File: src/rtl/core/srbs_pkg.sv
// Shared types, constants and the segment-size helper function of the selective-repeat byte sender.
package srbs_pkg;

  localparam int BUFFER_BYTES = 4096;
  localparam int MAX_SEGMENTS = 64;
  localparam int BUF_AW = $clog2(BUFFER_BYTES);
  localparam int POS_W = BUF_AW + 1;
  localparam int CNT_W = $clog2(MAX_SEGMENTS + 1);

  localparam logic [10:0] SEG_RESET = 11'd200;
  localparam logic [15:0] MAXWIN_RESET = 16'd4096;
  localparam logic [31:0] TIMEOUT_RESET = 32'd150000;

  localparam logic [1:0] REQ_LOAD = 2'd0;
  localparam logic [1:0] REQ_ACK = 2'd1;
  localparam logic [1:0] REQ_TMO = 2'd2;
  localparam logic [1:0] REQ_SCAN = 2'd3;

  localparam logic [1:0] KIND_SEG = 2'd0;
  localparam logic [1:0] KIND_DRAINED = 2'd1;
  localparam logic [1:0] KIND_NOTHING = 2'd2;
  localparam logic [1:0] KIND_DONE = 2'd3;

  localparam logic [1:0] CFG_SEG = 2'd0;
  localparam logic [1:0] CFG_MAXWIN = 2'd1;
  localparam logic [1:0] CFG_TIMEOUT = 2'd2;

  typedef struct packed {
    logic [1:0] req;
    logic [31:0] now;
    logic [31:0] aseq;
    logic [15:0] alen;
    logic [POS_W-1:0] fill;
  } cmd_t;

  typedef struct packed {
    logic emit;
    logic fin;
    logic has;
    logic [1:0] kind;
    logic [31:0] seq;
    logic [10:0] len;
    logic [15:0] win;
  } res_t;

  function automatic logic [10:0] seg_size(input logic [10:0] s);
    logic [10:0] v;
    if (s == 11'd0) v = 11'd1;
    else if (s > 11'd1024) v = 11'd1024;
    else v = s;
    return v;
  endfunction

endpackage

File: src/rtl/core/srbs_front.sv
// Front part: accepts requests, saturates the fill length and queues them.
module srbs_front (
  input  logic clk,
  input  logic rst_n,
  input  logic start,
  output logic busy,
  input  logic [1:0] in_req_type,
  input  logic [31:0] in_now_us,
  input  logic [31:0] in_ack_seq,
  input  logic [15:0] in_ack_len,
  input  logic [12:0] in_fill_len,
  output logic q_valid,
  output srbs_pkg::cmd_t q_head,
  input  logic q_pop
);

  srbs_pkg::cmd_t ent_r [2];
  logic wp_r, rp_r;
  logic [1:0] cnt_r;
  logic push;
  srbs_pkg::cmd_t in_cmd;

  assign busy = (cnt_r == 2'd2);
  assign push = start && !busy;
  assign q_valid = (cnt_r != 2'd0);
  assign q_head = ent_r[rp_r];

  always_comb begin
    in_cmd.req = in_req_type;
    in_cmd.now = in_now_us;
    in_cmd.aseq = in_ack_seq;
    in_cmd.alen = in_ack_len;
    if (32'(in_fill_len) > 32'(srbs_pkg::BUFFER_BYTES)) begin
      in_cmd.fill = srbs_pkg::POS_W'(srbs_pkg::BUFFER_BYTES);
    end else begin
      in_cmd.fill = srbs_pkg::POS_W'(in_fill_len);
    end
  end

  always_ff @(posedge clk) begin
    if (push) ent_r[wp_r] <= in_cmd;
  end

  always_ff @(posedge clk) begin
    if (!rst_n) begin
      wp_r <= 1'b0;
      rp_r <= 1'b0;
      cnt_r <= 2'd0;
    end else begin
      if (push) wp_r <= !wp_r;
      if (q_pop) rp_r <= !rp_r;
      cnt_r <= cnt_r + 2'(push) - 2'(q_pop);
    end
  end

endmodule

File: config.mk
export PLATFORM = sky130hd
export DESIGN_NAME = srbs_front
export DESIGN_NICKNAME = d
export VERILOG_FILES = /design/src/rtl/core/srbs_pkg.sv /design/src/rtl/core/srbs_front.sv
export SDC_FILE = /design/constraint.sdc
export NUM_CORES = 1
export LEC_CHECK = 0
export ABC_AREA = 0
export BUFFER_PORTS_ARGS = -buffer_cell sky130_fd_sc_hd__buf_2
export CAP_MARGIN = 10
export CORE_AREA = 8 8 138 127
export CTS_CLUSTER_SIZE = 28
export DETAILED_ROUTE_END_ITERATION = 6
export DIE_AREA = 0 0 146 135
export PLACE_DENSITY = 0.75
export REMOVE_ABC_BUFFERS = 1
export SETUP_SLACK_MARGIN = 0.15
export SLEW_MARGIN = 15
export SYNTH_ARGS = -nofsm -noshare
export SYNTH_HDL_FRONTEND = slang
export SYNTH_SLANG_ARGS = --single-unit
File: constraint.sdc
create_clock -name clk -period 7.74 [get_ports clk]
set_input_delay 2.322 -clock clk [delete_from_list [all_inputs] [get_ports clk]]
set_output_delay 2.322 -clock clk [all_outputs]
set_load 0.005 [all_outputs]
==> impl_metrics.json <==
{
  "grt_pass1_vias": 4026,
  "power_leakage_nw": 3.52,
  "ant_nets": 0,
  "fill_cells": 1138,
  "worstPathMaxFanout": 63,
  "route.detailed.drc": 0,
  "finalSetupViolations": 0,
  "antenna_found_initial": 1,
  "postCtsHoldBufs": 0,
  "clk_latency_ns": 0.42,
  "drt_pre_antenna_iters": 4,
  "die_area_sq_um": 19700,
  "combPwrFrac": 0.133,
  "clock-sinks": 195,
  "critPathMaxStageDelay_ns": 0.99,
  "p_total_w": 0.00248,
  "placementRows": 43,
  "root_buffer": "clkbuf_16",
  "fmax_ghz": 0.203,
  "numPortBuffers": 195,
  "via_per_inst": 4.93,
  "hp-class": "flop to flop",
  "grt_max_degree": 64,
  "netlist_instances": 336,
  "slew_headroom": 0.356,
  "drv_cap": 0,
  "ys_warn_count": 0,
  "power_density_nw_per_um2": 273,
  "period_needed_ns": 4.92,
  "drv_slew": 0,
  "rsz0062_at_grt": "false",
  "tns_ns": 0,
  "cts_tree": "done",
  "p_sw_w": 0.000546,
  "arrival_ns": 2.59,
  "required_ns": 5.42,
  "wl_um": 14000,
  "final_area_sq_um": 9080,
  "path_class": "flop to output pin",
  "core_area_sq_um": 15200,
  "dieHeight_um": 135,
  "vias": 3712,
  "worstMarginPinSlew_ns": 0.963,
  "layout_common_cells": "195 x buf_2, 190 x edfxtp_1, 50 x mux2_4",
  "diodes": 0,
  "hold_viol": 0,
  "pin_count": 196,
  "status": "finished clean",
  "path_cells": "buf_4, mux2_2, buf_2",
  "swShare": 0.221,
  "yosysSeqAreaShare": 0.787,
  "dp.final_hpwl_um": 9550,
  "synth_area_sq_um": 7380,
  "cts-buffers-inserted": 17,
  "critPathLaunchType": "flop",
  "power_frac_seq": 0.537,
  "post_cts_buffers": 0,
  "cts_buffer_depth": 2,
  "htree_levels": 4,
  "vdd_drop_max_mv": 0.142,
  "clk_pin_slew_ns": 0.06,
  "ys_ff_latch": 195,
  "grt_pass1_wl_um": 21300,
  "finalCritPeriodShare": 0.635,
  "globalRouteOverflowTotal": 0,
  "cts_resized": 0,
  "internal_power_w": 0.00193,
  "slowest_stage": "dfxtp_4",
  "drive_gt1_frac": 0.584,
  "gp_congestion": 0.728,
  "wl_per_cell_um": 18.6,
  "drt-initial-drc-count": 202,
  "final_common_cell": "buf_2",
  "start_util": 0.486,
  "syn2layout_area_growth_pct": 23.1,
  "synth.avg_cell_area_sq_um": 22.0,
  "ys_types": 21,
  "grtUsageTotal": 0.141,
  "die_x_um": 146,
  "final_net_count": 641,
  "power.share.clock": 0.330,
  "worstSetupEndpointType": "output pin",
  "placed_area_sq_um": 8530,
  "clock_skew_ns": 0.00671
}
==> critical path: cells and delay by family, from the launching register on <==
kind / cells / cell delay, ns
DFF: 1 / 0.99
muxes: 1 / 0.40
buffers and inverters: 2 / 0.75
==> final timing paths <==
| kind | startpoint | endpoint | slack [ns] | cells past startpoint |
|---|---|---|---|---|
| worst max-delay path | flop | q_head[26] | 2.82 | 3 |
| worst min-delay path | rp_r | flop | 0.52 | 2 |
| worst max register to register | cnt_r[0] | ent_r[0][57] | 5.10 | 4 |
| worst min register to register | rp_r | flop | 0.52 | 2 |
==> stage by stage <==
| step | util | cells | hold slack (ns) | setup slack, ns |
|---|---|---|---|---|
| after floorplan | - | 323 | 0.455 | 0.819 |
| after global placement | 0.563 | 723 | 0.497 | 3.21 |
| after detailed placement | 0.563 | 723 | 0.511 | 3.13 |
| after CTS | 0.598 | 753 | 0.526 | 2.76 |
| after global routing | 0.598 | 753 | 0.546 | 2.65 |
| final | 0.598 | 753 | 0.524 | 2.82 |
==> synthesized netlist by cell type <==
library cell / count / area, sq um
mux2i_1: 1 / 10.0
nand2b_1: 2 / 12.5
nor2_1: 4 / 15.0
and3_1: 1 / 6.26
edfxtp_1: 190 / 5710
and2_1: 2 / 12.5
inv_1: 3 / 11.3
xnor2_1: 1 / 8.76
or2_2: 1 / 6.26
ha_1: 2 / 25.0
xor2_1: 1 / 8.76
nor2b_1: 12 / 75.1
dfxtp_1: 5 / 100
mux2_2: 45 / 507
nand2_1: 2 / 7.51
mux2_4: 50 / 751
buf_2: 4 / 20.0
nor3_1: 1 / 5.00
buf_6: 6 / 67.6
clkbuf_1: 2 / 7.51
buf_8: 1 / 15.0
==> cell families (layout without fill, tap and decap cells) <==
kind of cell | after synthesis | after routing | synth area share
flip-flops | 195 | 195 | 0.787
multiplexers | 96 | 96 | 0.172
AND/OR/NAND/NOR | 25 | 25 | 0.0190
buffers and inverters | 16 | 231 | 0.0165
adder cells (fa/ha/maj) | 2 | 2 | 0.00339
XOR/XNOR | 2 | 2 | 0.00237
==> routing by layer <==
layer  vias to the layer above  wire length [um]  global-route usage
met5                         -                10                   0
met4                         2               159              0.0515
met3                        16              1130              0.0612
met2                       159              6650               0.225
met1                      1823              6040               0.166
li1                       1712                 -                   -
==> cell type report <==
type                    instances  area [sq um]  area share
well taps                     202           253      0.0278
clock buffers                  18           429      0.0473
multi-input cells             125          1460       0.161
repair buffers                198           998       0.110
clock inverters                12           115      0.0127
flip-flops and latches        195          5810       0.640
inverters                       3          11.3     0.00124
==> power by group through the flow <==
stage	sequential, W	clock (W)	combinational (W)
6_report	0.00133	0.000816	0.000329
5_1_grt	0.00134	0.000878	0.000360
4_1_cts	0.00133	0.000835	0.000339
3_5_place_dp	0.00135	0	0.000336
3_3_place_gp	0.00135	0	0.000331
2_1_floorplan	0.00136	0	0.000191
==> state kept, by name (all words and copies together), names as in the netlist, named ones only <==
signal,count
cnt_r,2
ent_r,190
rp_r,1
wp_r,1
Note: power is estimated with default switching activity, not from simulation.
