<file path="config.mk">
export PLATFORM = sky130hd
export DESIGN_NAME = srbs_out
export DESIGN_NICKNAME = d
export VERILOG_FILES = /design/src/rtl/core/srbs_pkg.sv /design/src/rtl/core/srbs_out.sv
export SDC_FILE = /design/constraint.sdc
export NUM_CORES = 1
export LEC_CHECK = 0
export BUFFER_PORTS_ARGS = -buffer_cell sky130_fd_sc_hd__buf_2
export CAP_MARGIN = 30
export CORE_MARGIN = 2
export CORE_UTILIZATION = 40
export DETAILED_ROUTE_END_ITERATION = 10
export PLACE_DENSITY_LB_ADDON = 0.3
export SLEW_MARGIN = 5
export SYNTH_ARGS = -nofsm -noshare
export SYNTH_HDL_FRONTEND = slang
export SYNTH_SLANG_ARGS = --single-unit
export TNS_END_PERCENT = 20
</file>
<file path="constraint.sdc">
create_clock -name clk -period 2.1 [get_ports clk]
set_input_delay 0 -clock clk [delete_from_list [all_inputs] [get_ports clk]]
set_output_delay 0 -clock clk [all_outputs]
set_load 0.005 [all_outputs]
</file>
<file path="src/rtl/core/srbs_pkg.sv">
// Shared types, constants and the segment-size helper function of the selective-repeat byte sender.
package srbs_pkg;

  localparam int BUFFER_BYTES = 4096;
  localparam int MAX_SEGMENTS = 64;
  localparam int BUF_AW = $clog2(BUFFER_BYTES);
  localparam int POS_W = BUF_AW + 1;
  localparam int CNT_W = $clog2(MAX_SEGMENTS + 1);

  localparam logic [10:0] SEG_RESET = 11'd200;
  localparam logic [15:0] MAXWIN_RESET = 16'd4096;
  localparam logic [31:0] TIMEOUT_RESET = 32'd150000;

  localparam logic [1:0] REQ_LOAD = 2'd0;
  localparam logic [1:0] REQ_ACK = 2'd1;
  localparam logic [1:0] REQ_TMO = 2'd2;
  localparam logic [1:0] REQ_SCAN = 2'd3;

  localparam logic [1:0] KIND_SEG = 2'd0;
  localparam logic [1:0] KIND_DRAINED = 2'd1;
  localparam logic [1:0] KIND_NOTHING = 2'd2;
  localparam logic [1:0] KIND_DONE = 2'd3;

  localparam logic [1:0] CFG_SEG = 2'd0;
  localparam logic [1:0] CFG_MAXWIN = 2'd1;
  localparam logic [1:0] CFG_TIMEOUT = 2'd2;

  typedef struct packed {
    logic [1:0] req;
    logic [31:0] now;
    logic [31:0] aseq;
    logic [15:0] alen;
    logic [POS_W-1:0] fill;
  } cmd_t;

  typedef struct packed {
    logic emit;
    logic fin;
    logic has;
    logic [1:0] kind;
    logic [31:0] seq;
    logic [10:0] len;
    logic [15:0] win;
  } res_t;

  function automatic logic [10:0] seg_size(input logic [10:0] s);
    logic [10:0] v;
    if (s == 11'd0) v = 11'd1;
    else if (s > 11'd1024) v = 11'd1024;
    else v = s;
    return v;
  endfunction

endpackage

</file>
<file path="src/rtl/core/srbs_out.sv">
// Result stage: holds one segment back so that the final result carries last.
module srbs_out (
  input  logic clk,
  input  logic rst_n,
  input  srbs_pkg::res_t res,
  output logic out_valid,
  output logic [1:0] out_kind,
  output logic [31:0] out_seg_seq,
  output logic [10:0] out_seg_len,
  output logic [15:0] out_window_now,
  output logic out_last
);

  logic pv_r;
  srbs_pkg::res_t pend_r;
  logic ov_r, last_r;
  srbs_pkg::res_t o_r;

  always_ff @(posedge clk) begin
    if (!rst_n) begin
      pv_r <= 1'b0;
      ov_r <= 1'b0;
    end else begin
      ov_r <= (res.emit && pv_r) || (res.fin && (res.has || pv_r));
      if (res.emit) pv_r <= 1'b1;
      else if (res.fin) pv_r <= 1'b0;
    end
  end

  always_ff @(posedge clk) begin
    if (res.emit) pend_r <= res;
    if (res.fin && res.has) begin
      o_r <= res;
      last_r <= 1'b1;
    end else begin
      o_r <= pend_r;
      last_r <= res.fin;
    end
  end

  assign out_valid = ov_r;
  assign out_kind = o_r.kind;
  assign out_seg_seq = o_r.seq;
  assign out_seg_len = o_r.len;
  assign out_window_now = o_r.win;
  assign out_last = last_r;

endmodule

</file>
==> impl_metrics.py <==
metrics = {
    "status": {
        "run_status": "finished, final reports clean",
    },
    "floorplan": {
        "die_y_um": 103.4,
        "die_area_sq_mm": 0.01069,
        "fp-row-count": 36,
        "start_util_pct": 40.79,
        "io_pins": 129,
        "core_area_sq_mm": 0.009684,
        "die_x_um": 103.4,
    },
    "sta": {
        "max_freq_ghz": 0.7740,
        "setup_viol": 0,
        "period_needed_ns": 1.292,
        "clock_skew_ns": 0.005061,
        "post-route-period-util_pct": 61.52,
        "maxSlewViolCount": 0,
        "hold_viol_final": 0,
        "relSlewSlack_pct": 74.18,
        "rsz0062_at_grt": "no",
        "worst_pin_slew_ns": 0.3870,
        "fin_setup_tns_ns": 0,
    },
    "pwr": {
        "ir_drop_uv": 737.6,
        "power_density_mw_per_mm2": 1084,
        "p_sw_w": 0.001285,
        "power_w": 0.006493,
        "power_frac_seq_pct": 43.7,
        "netSwitchingFraction_pct": 19.80,
        "p_int_w": 0.005207,
        "combPwrFrac_pct": 7.6,
        "total_leakage_power_nw": 2.526,
        "clkPwrFrac_pct": 48.7,
    },
    "setup_path": {
        "arrival_ns": 1.68,
        "cp-end-kind": "flop",
        "worstPathMaxFanout": 38,
        "required_ns": 2.48,
        "r2r_slack_ns": 1.33,
        "r2r-start": "pv_r",
        "crit_path_start_kind": "primary input",
        "slowest_stage": "dlygate4sd3_1",
        "r2r_cells": 2,
        "criticalPathCategory": "primary input to flop",
        "critPathLaunch": "res[62]",
        "crit_path_cell_trace": "dlygate4sd3_1 -> buf_2 -> nand2_4 -> buf_12 -> mux2_2",
        "r2r_end": "pv_r",
        "cpPeakStageDelay_ns": 0.54,
    },
    "synthesis": {
        "synth.mux.area_fraction_pct": 17.87,
        "yosysWarnings": 0,
        "netlist_instances": 198,
        "synth-seq-cells": 125,
        "yosysSeqAreaShare_pct": 78.81,
        "synth_compound_area_share_pct": 0.5068,
        "synth_top_family_by_area": "multiplexers",
        "synthAdderAreaFrac_pct": 0,
        "synth.net_count": 264,
        "synthXorXnorAreaFrac_pct": 0,
        "synth_area_per_cell_sq_um": 19.95,
        "synth_cell_types": 11,
        "synth-simple-area-share_pct": 0.5068,
        "syn_area_sq_mm": 0.003950,
    },
    "route": {
        "wl_per_cell_um": 14.27,
        "first_iter_violations": 87,
        "vias_per_cell": 4.381,
        "finalWirelength_um": 7836,
        "ant_nets": 0,
        "first_pass_iters": 4,
        "via_count": 2405,
        "drcViolationCount": 0,
    },
    "cts": {
        "insertion_delay_ns": 0.50,
        "cts_resized": 0,
        "cts_htree_levels": 4,
        "postCtsHoldBufs": 63,
        "cts-buffers-inserted": 17,
        "cts_buffer_depth": 2,
        "post-cts-setup-buffer-count": 0,
        "root_buffer": "clkbuf_8",
        "path_clk_slew_ns": 0.06,
        "cts.sinks": 125,
        "cts_tree": "built",
    },
    "global_route": {
        "antenna_found_initial": 0,
        "overflow": 0,
        "grt_first_pass_wirelength_um": 11740,
        "grt_pass1_vias": 2527,
        "grt_max_degree": 64,
        "grtUsageTotal_pct": 14.81,
    },
    "placed_design": {
        "place_area_sq_mm": 0.004706,
        "port_buffers": 128,
        "dp_hpwl_um": 4355,
        "gp_congestion": 0.6819,
    },
    "final_layout": {
        "fin_nets": 469,
        "final_core_util_pct": 61.85,
        "fillCellCount": 737,
        "design_area_sq_mm": 0.005989,
        "n_antenna_cell": 0,
        "drive_gt1_share_pct": 53.85,
        "areaGrowthSynthToFinish_pct": 51.63,
    },
    "min_path": {
        "min_to": "pend_r[30]",
        "holdPathStages": 2,
        "hp-class": "primary input to flop",
        "min_from": "res[63]",
    },
    "run": {
        "drv_cap": 0,
    },
}
==> cell families after synthesis <==
group           after synthesis
compound gates                3
mux                          61
buf+inv                       7
flops                       125
simple gates                  2
==> flip-flops by register name, indices dropped and copies added, names as in the netlist <==
signal and cells:
out_seg_seq 32, out_last 1, pend_r 61, out_seg_len 11
out_kind 2, out_window_now 16, out_valid 1, pv_r 1
==> worst max path at each step <==
stage	end	slack, ns	depth (start not counted)
floorplan	out_window_now[0]	1.38	3
global placement	out_seg_len[6]	0.86	4
detailed placement	out_seg_seq[1]	0.83	4
CTS	out_seg_seq[5]	0.82	5
global route	out_seg_seq[21]	0.76	5
finish	out_seg_seq[14]	0.81	5
==> per-layer routing <==
metal / part of all wire (%) / track usage, % / up-vias
li1: - / - / 1140
met1: 43 / 16.99 / 1169
met2: 50 / 24.67 / 84
met3: 5.5 / 5.309 / 12
met4: 1.8 / 7.085 / 0
met5: 0 / 0 / -
==> per-stage QoR <==
step                      setup WS, ns  hold slack, ns  instances
after floorplan                  1.375         0.09887        198
after global placement          0.8564          0.1657        454
after detailed placement        0.8314          0.1704        454
after CTS                       0.8206         0.02721        549
after global routing            0.7626         0.02884        549
final                           0.8081         0.01551        549
==> cell type report <==
class | count | area (sq um) | share of cell area, %
clock buffers | 19 | 441.7 | 7.374
clock inverters | 13 | 211.5 | 3.530
multi-input cells | 66 | 745.7 | 12.45
flip-flops and latches | 125 | 3113 | 51.97
well taps | 133 | 166.4 | 2.778
repair buffers | 193 | 1311 | 21.89
==> synthesized netlist by cell type <==
cell           instances  area share, %
nand2_4                1           0.29
dfxtp_1               64             32
edfxtp_1              61             46
dlygate4sd1_1          1           0.22
and2b_2                1           0.22
o21ai_0                1           0.13
o21a_1                 1           0.19
mux2_2                56             16
clkbuf_8               6            2.1
mux2_4                 5            1.9
a21boi_0               1           0.19
==> critical path: cells and delay by family <==
kind	cells	cell delay [ns]
buffers and inverters	3	0.98
muxes	1	0.37
and+or+nand+nor	1	0.30
==> power by group through the flow <==
stage	sequential [W]	combinational, W	clock (W)
2_1_floorplan	0.00290	0.000153	0
3_3_place_gp	0.00288	0.000396	0
3_5_place_dp	0.00289	0.000406	0
4_1_cts	0.00284	0.000501	0.00323
5_1_grt	0.00286	0.000545	0.00335
6_report	0.00284	0.000496	0.00316
==> cell usage in the layout, fill, tap and decap left out <==
cell	netlist	routed
clkinvlp_4	0	3
clkbuf_16	0	16
buf_12	0	2
clkinv_1	0	1
dlygate4sd3_1	0	63
dfxtp_1	64	64
bufinv_16	0	5
o21ai_0	1	1
buf_2	0	128
o21a_1	1	1
mux2_2	56	56
a21boi_0	1	1
nand2_4	1	1
inv_6	0	2
clkbuf_8	6	3
and2b_2	1	1
edfxtp_1	61	61
clkinv_4	0	2
mux2_4	5	5
Note: power is estimated with default switching activity, not from simulation.
